File: src/rtl/dsd_pkg.sv
// Shared types, constants and segment table for the signed decimal display converter.
package dsd_pkg;

   localparam int NUM_POS   = 6;
   localparam int MAG_W     = 20;
   localparam int DIGIT_W   = 4;
   localparam int PROD_W    = 2 * MAG_W;
   localparam int RECIP_SH  = 23;

   localparam logic [MAG_W-1:0] CLIP_HIGH = 20'd999999;
   localparam logic [MAG_W-1:0] CLIP_LOW  = 20'd99999;
   // floor(2^23 / 10) + 1: exact quotient by ten for every 20-bit magnitude
   localparam logic [MAG_W-1:0] RECIP_TEN = 20'd838861;

   localparam logic [6:0] SEG_MINUS = 7'h02;
   localparam logic [6:0] SEG_BLANK = 7'h00;

   localparam int CSR_ADDR_W = 3;
   localparam logic CSR_IDX_BATTERY = 1'b0;

   typedef struct packed {
      logic [MAG_W-1:0]                quot;
      logic                            neg;
      logic [2:0]                      dd;
      logic [NUM_POS-1:0][DIGIT_W-1:0] digits;
      logic [NUM_POS-1:0]              shown;
   } pipe_type;

   function automatic logic [6:0] seg_pattern(input logic [DIGIT_W-1:0] digit);
      logic [6:0] pat;
      case (digit)
         4'd0: pat = 7'h7D;
         4'd1: pat = 7'h60;
         4'd2: pat = 7'h3E;
         4'd3: pat = 7'h7A;
         4'd4: pat = 7'h63;
         4'd5: pat = 7'h5B;
         4'd6: pat = 7'h5F;
         4'd7: pat = 7'h70;
         4'd8: pat = 7'h7F;
         4'd9: pat = 7'h7B;
         default: pat = SEG_BLANK;
      endcase
      return pat;
   endfunction

endpackage

File: src/rtl/dsd_clip.sv
// First stage: sign split, magnitude and saturation.
module dsd_clip (
   input  logic               clock,
   input  logic               reset,
   input  logic               advance,
   input  logic               valid_in,
   input  logic signed [31:0] value,
   input  logic [2:0]         decimal_digits,
   output logic               valid_out,
   output dsd_pkg::pipe_type  pipe_out
);
   import dsd_pkg::*;

   logic              valid_ff;
   pipe_type          pipe_ff;
   pipe_type          pipe_in;
   logic              neg;
   logic [31:0]       mag_full;
   logic [MAG_W-1:0]  mag_clip;

   always_comb begin
      neg      = value[31];
      mag_full = neg ? (~value + 32'd1) : value;
      if (neg) begin
         mag_clip = (mag_full > {12'd0, CLIP_LOW}) ? CLIP_LOW : mag_full[MAG_W-1:0];
      end else begin
         mag_clip = (mag_full > {12'd0, CLIP_HIGH}) ? CLIP_HIGH : mag_full[MAG_W-1:0];
      end
      pipe_in        = '0;
      pipe_in.quot   = mag_clip;
      pipe_in.neg    = neg;
      pipe_in.dd     = decimal_digits;
   end

   always_ff @(posedge clock) begin
      if (reset) begin
         valid_ff <= 1'b0;
      end else if (advance) begin
         valid_ff <= valid_in;
      end
   end

   always_ff @(posedge clock) begin
      if (advance) begin
         pipe_ff <= pipe_in;
      end
   end

   assign valid_out = valid_ff;
   assign pipe_out  = pipe_ff;

endmodule

File: config.mk
export PLATFORM = sky130hd
export DESIGN_NAME = dsd_clip
export DESIGN_NICKNAME = d
export VERILOG_FILES = /design/src/rtl/dsd_pkg.sv /design/src/rtl/dsd_clip.sv
export SDC_FILE = /design/constraint.sdc
export NUM_CORES = 1
export LEC_CHECK = 0
export ABC_AREA = 1
export BUFFER_PORTS_ARGS = -buffer_cell sky130_fd_sc_hd__buf_2
export CORE_MARGIN = 2
export CORE_UTILIZATION = 54
export CTS_CLUSTER_SIZE = 20
export DETAILED_ROUTE_END_ITERATION = 10
export PLACE_DENSITY_LB_ADDON = 0.25
export SLEW_MARGIN = 20
export SYNTH_ARGS = -nofsm -noshare
export SYNTH_HDL_FRONTEND = slang
export SYNTH_SLANG_ARGS = --single-unit
File: constraint.sdc
create_clock -name clock -period 6.2 [get_ports clock]
set_input_delay 0.93 -clock clock [delete_from_list [all_inputs] [get_ports clock]]
set_output_delay 0.93 -clock clock [all_outputs]
set_load 0.01 [all_outputs]
After elaboration in Yosys (flattened, before gate mapping)
Index checks and enable logic that the tools add are counted.
{ "classes": {"add_sub_neg": 1, "n_lt_le_gt_ge": 2, "bitwise_logic": 1, "n_mux": 4} }
{ "op_table": {"columns": ["operator", "n"], "rows": [
  ["two-way mux 20 bit", 3],
  ["adder 32 x 1 -> 32 bit (second input constant)", 1],
  ["greater-than comparator 32 x 17 -> 1 bit (second input constant)", 1],
  ["greater-than comparator 32 x 20 -> 1 bit (second input constant)", 1],
  ["two-way mux 32 bit", 1],
  ["NOT 32 bit", 1]
]} }
{ "totals": {"out_inout_bits": 55, "input_bits": 39, "regBits": 25, "wordCells": 12} }

Depth between registers and ports, before layout
{ "logic_depth": {"word_depth": 6, "depth_mapped": 20, "mapped_depth_nobuf": 20} }

Least setup slack after synthesis
Ideal clock, no wire load.
{ "synth_path": {"path_type": "input to register", "startpoint": "in value[0]", "endpoint": "reg pipe_ff, in the netlist pipe_out[36], data pin", "t_arrival_ns": 2.619, "path_buffers": 1, "stages": 15, "setup_ns": 0.263, "slack_ns": 3.319, "t_required_ns": 5.937, "cell_sequence": "inv_2 > ha_1 > nand3_4 > nor2_8 > nand3_4 > nand2_4 > nand4_2 > and2_1 > nor2_1 > nand3_1 > nor2_2 > nand2_2 > nand2_4 > buf_8 > nand3b_2"} }
{ "synth_via": {"elab_chain_len": 6, "elab_cells_between_ends": 8, "classes_between": "1 x add/sub; 2 x order compare; 4 x mux; 1 x bitwise"} }
{ "synth_lines": {"columns": ["element", "line_no", "source"], "rows": [
  ["from (decl)", "dsd_clip.sv:7", "input logic signed [31:0] value,"],
  ["NOT 32 bit", "dsd_clip.sv:23", "mag_full = neg ? (~value + 32'd1) : value;"],
  ["adder 32 x 1 -> 32 bit", "dsd_clip.sv:23", null],
  ["two-way mux 32 bit (*)", "dsd_clip.sv:23", null],
  ["greater-than comparator 32 x 20 -> 1 bit or greater-than comparator 32 x 17 -> 1 bit (tied branches)", "dsd_clip.sv:27, dsd_clip.sv:25", null],
  ["two-way mux 20 bit, on equally long branches", "dsd_clip.sv:27, dsd_clip.sv:25", null],
  ["two-way mux 20 bit (*)", "dsd_clip.sv:24", "if (neg) begin"],
  ["net mag_clip[2]", "dsd_clip.sv:19", "logic [MAG_W-1:0] mag_clip;"],
  ["to (signal assigned)", "dsd_clip.sv:45", "pipe_ff <= pipe_in;"],
  ["to (decl)", "dsd_clip.sv:15", "pipe_type pipe_ff;"]
]} }
The timed path passes the listed nets; every way through them passes the cells marked *.
A chain may end at the register's enable or synchronous reset.

Worst setup path after layout
{ "layout_path": {"startpoint": "in value[31]", "endpoint": "reg pipe_ff, in the netlist pipe_out[50], data pin"} }
{ "layout_via": {"elab_chain_len": 6, "elab_cells_between_ends": 8, "classes_between": "1 x add/sub; 2 x order compare; 4 x mux; 1 x bitwise"} }
{ "layout_lines": {"columns": ["element", "line_no"], "rows": [
  ["NOT 32 bit", "dsd_clip.sv:23"],
  ["adder 32 x 1 -> 32 bit", "dsd_clip.sv:23"],
  ["two-way mux 32 bit", "dsd_clip.sv:23"],
  ["greater-than comparator 32 x 20 -> 1 bit or greater-than comparator 32 x 17 -> 1 bit (tied branches)", "dsd_clip.sv:27, dsd_clip.sv:25"],
  ["two-way mux 20 bit, on equally long branches", "dsd_clip.sv:27, dsd_clip.sv:25"],
  ["two-way mux 20 bit (*)", "dsd_clip.sv:24"],
  ["net mag_clip[16]", "dsd_clip.sv:19"]
]} }
Marks and branches as above.

==> impl_metrics.env <==
export IMPL_status="complete, no violations"
export IMPL_clk_latency_ns=0.26
export IMPL_hp_class="register to register"
export IMPL_place_ws_ns=2.404
export IMPL_hold_start="valid_out$_SDFFE_PP0P_"
export IMPL_grt_max_degree=46
export IMPL_synth_area_top_cells="edfxtp_1 26%, nand2_1 20%, buf_4 8.7%, nor2_1 8.7%, nand3_1 6.7%"
export IMPL_chipWidth_microns=75.35
export IMPL_grtUsageTotal_pct=23.75
export IMPL_tns_ns=0
export IMPL_htree_levels=1
export IMPL_worstPathArrival_ns=3.59
export IMPL_antenna_found_initial=0
export IMPL_drv_slew=0
export IMPL_leakage_nw=1.535
export IMPL_first_iter_violations=132
export IMPL_final_common_cell="nand2_1"
export IMPL_period_minus_slack_ns=3.590
export IMPL_setup_worst_path_class="primary input to register"
export IMPL_vias=2713
export IMPL_max_slew_margin_rel_pct=45.67
export IMPL_reg2reg_from="valid_out$_SDFFE_PP0P_"
export IMPL_cts_resized=0
export IMPL_cp_max_fo=45
export IMPL_dieHeight_microns=75.35
export IMPL_powerDensity_nw_per_um2=145.5
export IMPL_syn_area_sq_um=2749
export IMPL_wl_per_cell_microns=11.67
export IMPL_io_buffers=63
export IMPL_clock_path_buffers=2
export IMPL_ios=94
export IMPL_post_cts_setup_buffers=0
export IMPL_holdBufCountCts=0
export IMPL_ys_types=35
export IMPL_ir_drop_mv=0.07995
export IMPL_cts_sinks=25
export IMPL_holdPathStages=2
export IMPL_yosysSeqAreaShare_pct=26.95
export IMPL_synth_edff_count=24
export IMPL_setup_viol=0
export IMPL_worst_slack_ns=2.610
export IMPL_hpwl_mm=5.408
export IMPL_most_common_layout_cells="145 x nand2_1, 64 x nor2_1, 63 x buf_2"
export IMPL_drt_total_wl_mm=6.477
export IMPL_dr_pass1_iters=4
export IMPL_viasPerCell=4.888
export IMPL_grt_first_pass_wirelength_mm=10.54
export IMPL_start_util_pct=57.06
export IMPL_cap_violations=0
export IMPL_cts_tree="built"
export IMPL_synth_top_cell_by_area="edfxtp_1"
export IMPL_grt_overflow=0
export IMPL_final_util_pct=62.62
export IMPL_core_area_sq_um=4817
export IMPL_gp_congestion=0.9147
export IMPL_synth_top_area_share_pct=26.22
export IMPL_tightestPinTransition_ns=0.8150
export IMPL_nets=529
export IMPL_synth_seq_cells=25
export IMPL_fill_cells=493
export IMPL_async_reset_ff_share_pct=0
export IMPL_start_kind="primary input"
export IMPL_fp_row_count=25
export IMPL_design_area_sq_um=3017
export IMPL_drc=0
export IMPL_cts_clk_slew_worst_paths_ns=0.08
export IMPL_dpl_cell_area_sq_um=2970
export IMPL_cp_end_kind="register"
export IMPL_rsz0062_at_grt="no"
export IMPL_area_growth_pct=9.740
export IMPL_finalHoldViolCount=0
export IMPL_period_share_pct=57.90
export IMPL_cp_startpoint="value[31]"
export IMPL_fmax_mhz=278.6
export IMPL_synth_cells=430
export IMPL_drive_above_1_share_pct=22.13
export IMPL_worstPathRequired_ns=6.20
export IMPL_r2r_slack_ns=5.59
export IMPL_synth_flop_cell="edfxtp_1"
export IMPL_rr_worst_depth=2
export IMPL_drtAntennaViolNets=0
export IMPL_die_area_sq_um=5677
export IMPL_yosys_warnings=0
export IMPL_skew_ns=0
export IMPL_cts_made_buffers=3
export IMPL_cts_root_buf="clkbuf_8"
export IMPL_synth_area_per_cell_sq_um=6.393
export IMPL_grt_pass1_vias=2421
export IMPL_diodes=0
-- flip-flops by register name, indices dropped and copies added, names as in the netlist --
signal,cells
pipe_out,24
valid_out,1
-- kinds of logic (layout without fill, tap and decap cells) --
| kind of cell | count (synthesis) | after routing | share of synthesized area (%) |
|---|---|---|---|
| simple gates | 299 | 299 | 51.02 |
| buf+inv | 81 | 110 | 16.29 |
| flops | 25 | 25 | 26.95 |
| compound gates | 19 | 19 | 3.824 |
| xor+xnor | 3 | 3 | 0.9560 |
| fa+ha+maj | 1 | 1 | 0.4551 |
| other cells | 1 | 30 | 0.1364 |
| mux | 1 | 1 | 0.3641 |
-- through the flow --
step | total power, W | instances | hold WS [ns]
3_3_place_gp | 0.0003486 | 551 | 0.4719
5_1_grt | 0.0004662 | 555 | 0.5744
6_report | 0.0004390 | 555 | 0.5245
3_5_place_dp | 0.0003513 | 551 | 0.5131
2_1_floorplan | 0.0003172 | 459 | 0.5279
4_1_cts | 0.0004406 | 555 | 0.5319
-- cell type report --
class                      count  area [sq um]  area share [%]
tap                           67         83.83           2.779
clock buffer                   3         41.29           1.369
timing repair buffer          63         315.3           10.45
multi-input combinational    353          1669           55.33
clock inverter                 1         5.005          0.1659
sequential                    25         740.7           24.55
inverter                      43         161.4           5.350
-- cell usage after synthesis, types with 4 or more instances --
cell	count
a21oi_1	6
edfxtp_1	24
nand4_1	9
o21ai_1	4
nor2_1	64
inv_1	34
buf_4	32
buf_2	4
nand3b_1	7
nand3_2	5
inv_2	7
o21ai_0	6
nor2_2	8
nand2_1	145
nand2_2	7
nand3_1	37
-- worst paths after layout --
| check | end |
|---|---|
| max | pipe_out[50]$_DFFE_PP_ |
| min | valid_out$_SDFFE_PP0P_ |
| max reg2reg | valid_out$_SDFFE_PP0P_ |
| min reg2reg | valid_out$_SDFFE_PP0P_ |
-- critical path: stages --
cell and delay [ns]:
buf_2 0.62, inv_1 0.40, nand2_1 0.13, o21ai_0 0.17, nor2_1 0.14, nand2_1 0.06
nor2_1 0.14, nand2_1 0.09, nor2_1 0.12, nand3_1 0.12, nand2_1 0.08, clkinv_1 0.05
nand2_1 0.05, nand3_1 0.08, nand2_2 0.27, nand3_2 0.12
-- report_power, final --
part           switching (W)   total, W  leakage [nW]  internal [W]
clock network      0.0000458  0.0000906        0.0255     0.0000448
registers         0.00000269   0.000202         0.244      0.000200
logic              0.0000987   0.000146          1.27     0.0000474
total               0.000147   0.000439          1.54      0.000292
-- routing by layer --
metal,track usage [%],vias to the layer above,wire length [microns]
met2,45.02,71,3420
met4,5.263,0,59
li1,-,1427,-
met1,29.64,1210,2758
met5,0,-,0
met3,1.058,5,238
(Power assumes the default switching activity.)
