$ cat src/rtl/dsd_pkg.sv
// Shared types, constants and segment table for the signed decimal display converter.
package dsd_pkg;

   localparam int NUM_POS   = 6;
   localparam int MAG_W     = 20;
   localparam int DIGIT_W   = 4;
   localparam int PROD_W    = 2 * MAG_W;
   localparam int RECIP_SH  = 23;

   localparam logic [MAG_W-1:0] CLIP_HIGH = 20'd999999;
   localparam logic [MAG_W-1:0] CLIP_LOW  = 20'd99999;
   // floor(2^23 / 10) + 1: exact quotient by ten for every 20-bit magnitude
   localparam logic [MAG_W-1:0] RECIP_TEN = 20'd838861;

   localparam logic [6:0] SEG_MINUS = 7'h02;
   localparam logic [6:0] SEG_BLANK = 7'h00;

   localparam int CSR_ADDR_W = 3;
   localparam logic CSR_IDX_BATTERY = 1'b0;

   typedef struct packed {
      logic [MAG_W-1:0]                quot;
      logic                            neg;
      logic [2:0]                      dd;
      logic [NUM_POS-1:0][DIGIT_W-1:0] digits;
      logic [NUM_POS-1:0]              shown;
   } pipe_type;

   function automatic logic [6:0] seg_pattern(input logic [DIGIT_W-1:0] digit);
      logic [6:0] pat;
      case (digit)
         4'd0: pat = 7'h7D;
         4'd1: pat = 7'h60;
         4'd2: pat = 7'h3E;
         4'd3: pat = 7'h7A;
         4'd4: pat = 7'h63;
         4'd5: pat = 7'h5B;
         4'd6: pat = 7'h5F;
         4'd7: pat = 7'h70;
         4'd8: pat = 7'h7F;
         4'd9: pat = 7'h7B;
         default: pat = SEG_BLANK;
      endcase
      return pat;
   endfunction

endpackage

$ cat src/rtl/dsd_encode.sv
// Last stage: blanking, minus sign, segment patterns, marks and decimal point.
module dsd_encode (
   input  logic              clock,
   input  logic              reset,
   input  logic              advance,
   input  logic              valid_in,
   input  dsd_pkg::pipe_type pipe_in,
   input  logic [2:0]        battery_marks,
   output logic              valid_out,
   output logic [7:0]        seg_pos0,
   output logic [7:0]        seg_pos1,
   output logic [7:0]        seg_pos2,
   output logic [7:0]        seg_pos3,
   output logic [7:0]        seg_pos4,
   output logic [7:0]        seg_pos5
);
   import dsd_pkg::*;

   logic                            valid_ff;
   logic [NUM_POS-1:0][7:0]         seg_ff;
   logic [NUM_POS-1:0][7:0]         seg_in;
   logic [NUM_POS-1:0][DIGIT_W-1:0] digit;
   logic [NUM_POS-1:0]              shown;
   logic [NUM_POS-1:0]              below;
   logic [NUM_POS-1:0]              mark;

   always_comb begin
      // the remaining quotient is the top digit; index i weighs 10^i
      digit = {pipe_in.quot[DIGIT_W-1:0], pipe_in.digits[NUM_POS-1:1]};
      shown = {(pipe_in.quot != '0), pipe_in.shown[NUM_POS-1:2], 1'b1};
      // below[i]: the next lower weight is lit, so a minus sign may sit at weight i
      below = {shown[NUM_POS-2:0], 1'b0};
      // bit 7 per position: battery marks on the left, decimal point on the right
      mark  = {(pipe_in.dd == 3'd1), (pipe_in.dd == 3'd2), (pipe_in.dd == 3'd3),
               battery_marks};
      for (int p = 0; p < NUM_POS; p++) begin
         seg_in[p] = '0;
         if (shown[NUM_POS-1-p]) begin
            seg_in[p][6:0] = seg_pattern(digit[NUM_POS-1-p]);
         end else if (pipe_in.neg && below[NUM_POS-1-p]) begin
            seg_in[p][6:0] = SEG_MINUS;
         end
         seg_in[p][7] = mark[p];
      end
   end

   always_ff @(posedge clock) begin
      if (reset) begin
         valid_ff <= 1'b0;
      end else if (advance) begin
         valid_ff <= valid_in;
      end
   end

   always_ff @(posedge clock) begin
      if (advance) begin
         seg_ff <= seg_in;
      end
   end

   assign valid_out = valid_ff;
   assign seg_pos0  = seg_ff[0];
   assign seg_pos1  = seg_ff[1];
   assign seg_pos2  = seg_ff[2];
   assign seg_pos3  = seg_ff[3];
   assign seg_pos4  = seg_ff[4];
   assign seg_pos5  = seg_ff[5];

endmodule

$ cat config.mk
export PLATFORM = sky130hd
export DESIGN_NAME = dsd_encode
export DESIGN_NICKNAME = d
export VERILOG_FILES = /design/src/rtl/dsd_pkg.sv /design/src/rtl/dsd_encode.sv
export SDC_FILE = /design/constraint.sdc
export NUM_CORES = 1
export LEC_CHECK = 0
export BUFFER_PORTS_ARGS = -buffer_cell sky130_fd_sc_hd__buf_4
export CAP_MARGIN = 20
export CORE_UTILIZATION = 50
export CTS_CLUSTER_SIZE = 14
export DETAILED_ROUTE_END_ITERATION = 8
export HOLD_SLACK_MARGIN = 0.03
export PLACE_DENSITY = 0.81
export RECOVER_POWER = 50
export SLEW_MARGIN = 20
export SYNTH_ARGS = -nofsm -noshare
export SYNTH_HDL_FRONTEND = slang
export SYNTH_SLANG_ARGS = --single-unit
$ cat constraint.sdc
create_clock -name clock -period 1.7 [get_ports clock]
set_clock_uncertainty 0.05 [all_clocks]
set_input_delay 0.085 -clock clock [delete_from_list [all_inputs] [get_ports clock]]
set_output_delay 0.085 -clock clock [all_outputs]
set_load 0.03 [all_outputs]
# Yosys cells after proc, flatten, opt, wreduce, memory -nomap -nowiden
# Memory sizes are Yosys's and may differ from the RTL's. A register that Yosys moved wholly into a read port is not among the register bits.
# Index checks and enable logic that the tools add are counted.
# op_classes
n_eq_ne	3
n_mux	10
n_reduce_logical	5
# op_table
operator	n
$mux W7	5
$reduce_bool A20 Y1	1
$mux W2	5
$eq A3 B2 Y1 const B	2
$logic_and A1 B1 Y1	4
$eq A3 B1 Y1 const B	1
# totals
output_inout_bits	49
wordCells	31
mem_bits_ro	672
regBits	49
memories	6
# mem_list
memory	words	width	rd	rd_clocked_by_memory_dff	wr	line_no	rtl
(name not given)	16	7	1	0	0	dsd_pkg.sv:31	case (digit)
(name not given)	16	7	1	0	0	dsd_pkg.sv:31	
(name not given)	16	7	1	0	0	dsd_pkg.sv:31	
(name not given)	16	7	1	0	0	dsd_pkg.sv:31	
(name not given)	16	7	1	0	0	dsd_pkg.sv:31	
(name not given)	16	7	1	1	0	dsd_pkg.sv:31	

# Longest topological paths before layout
# Gate-level depths: netlist of the first run.
# logic_depth
word_depth	3
mapped_depth	6

# Worst setup path before layout of the first run
# OpenSTA, ideal clock, no wires.
# synth_path
kind	input port to flip-flop
startpoint	input pipe_in[34] (netlist bit)
endpoint	register seg_ff (netlist bit seg_pos0[0]), data pin
n_path_buf	0
required_ns	1.387
arrival_time_ns	0.916
path_stages	6
slack_ns	0.472
cell_sequence	inv_1 > ha_1 > nor4b_2 > nand3_1 > o21ai_2 > a31oi_1
# synth_via
elab_chain_len	2
word_cells_on_any_way	3
# synth_lines
item	line_no	rtl
from (decl)	dsd_encode.sv:7	input dsd_pkg::pipe_type pipe_in,
$mem_v2 Z16 W7 or $reduce_bool A20 Y1 (tied branches)	--	
$mux W7 (*)	dsd_encode.sv:38	if (shown[NUM_POS-1-p]) begin
to (signal assigned)	dsd_encode.sv:57	seg_ff <= seg_in;
to (decl)	dsd_encode.sv:20	logic [NUM_POS-1:0][7:0] seg_ff;
# Mark *: on every way between the ends. The rest lies on a longest branch, timed or not.
# A chain may end at the register's enable or synchronous reset.

# Worst setup path in the final report of the first run
# layout_path
startpoint	input pipe_in[30] (netlist bit)
endpoint	register seg_ff (netlist bit seg_pos5[7]), data pin
# layout_via
elab_chain_len	1
# layout_lines
item	line_no	rtl
$eq A3 B1 Y1	dsd_encode.sv:34	mark = {(pipe_in.dd == 3'd1), (pipe_in.dd == 3'd2), (pipe_in.dd == 3'd3),
via mark[5]	dsd_encode.sv:25	logic [NUM_POS-1:0] mark;
# The timed path passes the listed nets, and every way through them passes these cells.

==> results.py, run 1 <==
metrics = {
    "synth": {
        "synth_top_area_share_pct": 48.53,
        "ys_top_cells_by_area": "edfxtp_1 (49%), ha_1 (15%), nand2b_1 (4.2%)",
        "syn-num-nets": 361,
        "synth_edf_count": 48,
        "avgSynthCellArea_um2": 11.25,
        "yosys_warnings": 0,
        "synth_top_area_cell": "edfxtp_1",
        "synthesis.area_um2": 2970,
        "yosysMostFrequentCell": "edfxtp_1",
        "synthTopCellsByCount": "edfxtp_1 (48), ha_1 (36), inv_1 (23), nand2b_1 (20), o22ai_1 (20)",
        "yosysUniqueCellTypes": 34,
        "synth-async-reset-ratio_pct": 0,
        "synth_ff_type": "edfxtp_1",
        "syn_inst": 264,
        "ys_seq_elements": 49,
        "ys_seq_area_share_pct": 49.20,
    },
    "critical_path": {
        "crit_chain": "dlygate4sd3_1, buf_4, nor3b_1, dlygate4sd3_1",
        "slowest_stage": "dlygate4sd3_1",
        "cp.required_ns": 1.71,
        "path_class": "in -> reg",
        "slowest_delay_ns": 0.55,
        "path_common_cell": "dlygate4sd3_1",
        "critical_path.top_delay_family": "buffers and inverters",
        "arrival_ns": 1.44,
        "path_buf_inv": 3,
        "cp-end-kind": "register",
        "crit_fanout": 3,
        "cp-start-kind": "input pin",
    },
    "power_and_ir_drop": {
        "power.total_mw": 3.112,
        "leakagePower_nw": 1.728,
        "cellPowerDensity_nw_per_um2": 785.0,
        "peakVddDrop_mv": 0.6188,
    },
    "global_routing": {
        "grt-ovfl-total": 0,
        "antenna_found_initial": 0,
        "grtUsageTotal_pct": 19.90,
        "grt_pass1_wl_um": 9542,
        "grt_pass1_vias": 2175,
        "grt_max_degree": 50,
    },
    "clock_network": {
        "path_clk_slew_ns": 0.09,
        "cts_root_buffer": "clkbuf_8",
        "cts_buffers": 5,
        "cts_sinks": 49,
        "htree_levels": 2,
        "cts_tree": "built",
        "clock_tree.buffer_depth": 2,
        "clk_latency_ns": 0.28,
        "cts_setup_buffers": 0,
    },
    "final_layout": {
        "n_antenna_cell": 0,
        "n_fill_cell": 441,
        "drive_gt1_share_pct": 30.48,
        "final_cells": 446,
        "nets": 470,
        "areaGrowthSynthToFinish_pct": 33.45,
        "design_area_um2": 3964,
    },
    "detailed_routing": {
        "drt_iter0_markers": 90,
        "first_pass_iters": 4,
        "drt-met1-wl_um": 2340,
        "routed_wl_um": 6051,
        "vias": 2275,
        "drc_errors": 0,
        "dr_wl_met3_um": 409,
        "via_per_inst": 5.101,
        "met2_wirelength_um": 3202,
        "top_layer_used": "met4",
        "ant_nets": 0,
        "wire_per_inst_um": 13.57,
    },
    "timing": {
        "min_period_ns": 1.432,
        "hold_viol": 0,
        "period_share_pct": 84.23,
        "setup_violations": 0,
        "fin_tns_setup_ns": 0,
        "fin_ws_ns": 0.2681,
        "grt_setup_unrepaired": "false",
        "slew_violations": 0,
        "tightest_slew_ns": 0.6145,
        "timing.fmax_mhz": 698.4,
        "slew_headroom_pct": 59.04,
    },
    "floorplanning": {
        "core-area_um2": 5608,
        "fp.dieW_um": 79.08,
        "die-area_um2": 6253,
        "io_pins": 110,
        "start_util_pct": 52.97,
        "num_rows": 27,
        "die_h_um": 79.08,
    },
    "placement": {
        "place_ws_ns": 0.1976,
        "gp_congestion": 0.8459,
        "postPlaceCellArea_um2": 3777,
        "numPortBuffers": 103,
        "hpwl_um": 4598,
        "place_inst": 429,
    },
    "job": {
        "cap_violations": 0,
    },
    "run_status": {
        "status": "finished clean",
    },
    "min_path": {
        "hold_class": "in -> reg",
    },
}
worst register-to-register path, cell delays in order, from the launching register on:
cell	delay [ns]
dfxtp_1	0.32
mux2i_1	0.12
nor2_1	0.05
dlygate4sd3_1	0.56
where the power goes:
group	leakage, nW	internal, mW	switching, mW
Combinational	1.20	0.333	0.475
Sequential	0.472	1.45	0.0289
Clock	0.0543	0.440	0.387
Total	1.73	2.22	0.891
layout make-up:
type	instances	area [µm²]	area share, %
Inverter	28	105.1	2.652
Sequential cell	49	1461	36.87
Timing Repair Buffer	112	844.6	21.31
Clock buffer	5	68.82	1.736
Multi-Input combinational cell	177	1348	34.00
Clock inverter	3	46.29	1.168
Tap cell	72	90.09	2.273
path summary, 6_finish.rpt:
check                         start  depth (start not counted)  slack (ns)                        end
max                     pipe_in[30]                          4        0.27      seg_pos5[7]$_DFFE_PP_
min                      pipe_in[3]                          2        0.08  seg_pos3[5]$_SDFFCE_PN0P_
max reg2reg  valid_out$_SDFFE_PP0P_                          3        0.49     valid_out$_SDFFE_PP0P_
min reg2reg  valid_out$_SDFFE_PP0P_                          3        1.02     valid_out$_SDFFE_PP0P_
stage by stage:
step / hold slack, ns / util [%]
2_1_floorplan: 0.1074 / -
3_3_place_gp: 0.1962 / 67.36
3_5_place_dp: 0.1983 / 67.36
4_1_cts: 0.03373 / 70.84
5_1_grt: 0.06096 / 70.68
6_report: 0.08310 / 70.68
layer usage:
| layer | vias up | GRT usage, % |
|---|---|---|
| met4 | 0 | 6.000 |
| li1 | 1137 | - |
| met1 | 1051 | 20.88 |
| met2 | 77 | 38.45 |
| met3 | 10 | 4.943 |
| met5 | - | 0 |
cells in the final DEF, fill, tap and decap left out, types with 6 or more instances in the layout:
cell	count
a21oi_1	17
and2_1	14
buf_4	95
dlygate4sd3_1	9
edfxtp_1	48
ha_1	36
inv_1	23
nand2b_1	20
nor2_1	10
o21a_1	14
o21ai_0	6
o22ai_1	20
flip-flops by register name, indices dropped and copies added (netlist names):
register and cells:
seg_pos2 8, seg_pos3 8, seg_pos4 8, seg_pos5 8, seg_pos1 8, seg_pos0 8, valid_out 1
repair_timing:
item                      in CTS  in global routing
gates resized for setup        0                  0
hold endpoints to repair       6                  1
hold buffers                   8                  1
cell families after synthesis:
family	share of synthesized area [%]
xor gates and xnor gates	0.8847
adders and majority gates	15.16
muxes	1.053
DFF	49.20
and+or+nand+nor	14.45
AOI/OAI and AO/OA	13.82
buffers and inverters	5.433
(Power assumes the default switching activity.)
==> inputs of run 2 (changes only) <==
==> constraint.sdc (replaced) <==
create_clock -name clock -period 1.4 [get_ports clock]
set_clock_uncertainty 0.05 [all_clocks]
set_input_delay 0.07 -clock clock [delete_from_list [all_inputs] [get_ports clock]]
set_output_delay 0.07 -clock clock [all_outputs]
set_load 0.03 [all_outputs]
==> run 2 against run 1 <==
Clock-buffer cell count unchanged. Flip-flop and latch count unchanged. Hold slack worse by 0.021 ns. Cell area up 0.92%. Final cell count up 0.67%. Via count up 1.5%. Largest power group unchanged.
==> results.py, run 2 (synthesized netlist as in run 1, its figures left out) <==
metrics = {
    "floorplanning": {
        "start_util_pct": 52.97,
        "io_pins": 110,
        "fp.dieW_um": 79.08,
        "die_h_um": 79.08,
        "num_rows": 27,
        "core-area_um2": 5608,
        "die-area_um2": 6253,
    },
    "power_and_ir_drop": {
        "peakVddDrop_mv": 0.6466,
        "leakagePower_nw": 1.751,
        "power_frac_comb_pct": 24.7,
        "cellPowerDensity_nw_per_um2": 999.6,
        "power.internal_mw": 2.884,
        "p_switching_mw": 1.115,
        "p_seq_share_pct": 44.9,
        "switching_share_pct": 27.88,
        "clockPowerShare_pct": 30.5,
    },
    "timing": {
        "slew_headroom_pct": 57.45,
        "setup_violations": 0,
        "hold_viol": 0,
        "tightest_slew_ns": 0.6383,
        "timing.fmax_mhz": 729.5,
        "grt_setup_unrepaired": "false",
        "period_share_pct": 97.92,
        "holdWs_ns": 0.06237,
        "fin_ws_ns": 0.02914,
        "min_period_ns": 1.371,
        "slew_violations": 0,
    },
    "global_routing": {
        "antenna_found_initial": 0,
        "grtUsageTotal_pct": 20.56,
        "grt-ovfl-total": 0,
        "grt_pass1_wl_um": 10010,
        "grt_max_degree": 29,
        "grt_pass1_vias": 2174,
    },
    "clock_network": {
        "clock_tree.buffer_depth": 2,
        "cts_buffers": 5,
        "cts_setup_buffers": 0,
        "cts_sinks": 49,
        "cts_tree": "built",
        "cts_root_buffer": "clkbuf_8",
        "clk_latency_ns": 0.29,
        "path_clk_slew_ns": 0.10,
        "cts_resized": 0,
        "htree_levels": 2,
    },
    "critical_path": {
        "crit_fanout": 3,
        "cp-start-kind": "input pin",
        "cp.required_ns": 1.53,
        "arrival_ns": 1.50,
        "cp-end-kind": "register",
        "r2r_slack_ns": 0.16,
        "path_class": "in -> reg",
    },
    "min_path": {
        "hold_class": "in -> reg",
    },
    "placement": {
        "place_ws_ns": -0.03672,
        "hpwl_um": 4783,
        "gp_congestion": 0.8406,
        "numPortBuffers": 103,
    },
    "final_layout": {
        "n_antenna_cell": 0,
        "layout_common_cells": "buf_4 (95), edfxtp_1 (48), ha_1 (36)",
        "layout_commonest_cell": "buf_4",
        "areaGrowthSynthToFinish_pct": 34.67,
        "nets": 473,
        "drive_gt1_share_pct": 30.77,
    },
    "job": {
        "cap_violations": 0,
    },
    "detailed_routing": {
        "routed_wl_um": 6253,
        "ant_nets": 0,
        "first_pass_iters": 4,
        "via_per_inst": 5.145,
        "vias": 2310,
        "wire_per_inst_um": 13.93,
        "drc_errors": 0,
        "drt_iter0_markers": 87,
    },
    "run_status": {
        "status": "finished clean",
    },
}
run 2: cell count changes in the layout (fill, tap and decap cells not counted):
cell / before / now
clkinv_4: 1 / 0
buf_2: 0 / 1
and2_1: 14 / 13
o21ai_0: 6 / 5
clkbuf_2: 0 / 1
bufinv_16: 1 / 2
clkbuf_1: 5 / 6
and2_0: 2 / 3
o21ai_1: 5 / 6
clkinvlp_4: 1 / 0
inv_6: 0 / 1
run 2: cell type report:
cell class                 instances  area, µm²
clock inverter                     3      68.82
fill                             414       1608
clock buffer                       5      68.82
inverter                          28      105.1
timing repair buffer             115      858.3
multi-input combinational        177       1348
tap                               72      90.09
sequential                        49       1461
run 2: per-layer routing:
metal / up-vias / part of all wire [%] / track usage, %
met4: 0 / 1.1 / 6.727
met2: 80 / 53 / 39.14
li1: 1147 / - / -
met3: 9 / 5.7 / 4.253
met1: 1074 / 40 / 22.43
met5: - / 0 / 0
run 2: timing repair:
| item | CTS | global route |
|---|---|---|
| setup endpoints to repair | 0 | 1 |
| hold endpoints to repair | 6 | 0 |
| hold buffers | 9 | 0 |
run 2: power groups by stage:
stage                     clock [mW]  combinational [mW]  sequential [mW]
after global placement             0               0.959             1.82
after detailed placement           0               0.985             1.83
final                           1.22               0.986             1.79
after floorplan                    0               0.279             2.09
after CTS                       1.23                1.01             1.79
after global routing            1.29                1.06             1.81
run 2: path summary, 6_finish.rpt:
check                              start                     end  cells after the start
setup / recovery             pipe_in[30]   seg_pos4[7]$_DFFE_PP_                      4
hold / removal               pipe_in[33]   seg_pos4[1]$_DFFE_PP_                      2
setup reg to reg  valid_out$_SDFFE_PP0P_  valid_out$_SDFFE_PP0P_                      3
hold reg to reg   valid_out$_SDFFE_PP0P_  valid_out$_SDFFE_PP0P_                      3
run 2: worst max-delay path, stage by stage:
cell	delay [ns]
dlygate4sd3_1	0.57
buf_4	0.15
nor3b_1	0.16
dlygate4sd3_1	0.56
run 2: metrics by stage:
step           area [µm²]  std cells  util (%)  TNS [ns]  power [mW]
2_1_floorplan        2970        264         -         0       2.370
3_3_place_gp         3820        433     68.12         0       2.781
3_5_place_dp         3820        433     68.12  -0.09186       2.812
4_1_cts              4048        450     72.18         0       4.032
5_1_grt              4000        449     71.33         0       4.154
6_report             4000        449     71.33         0       3.998
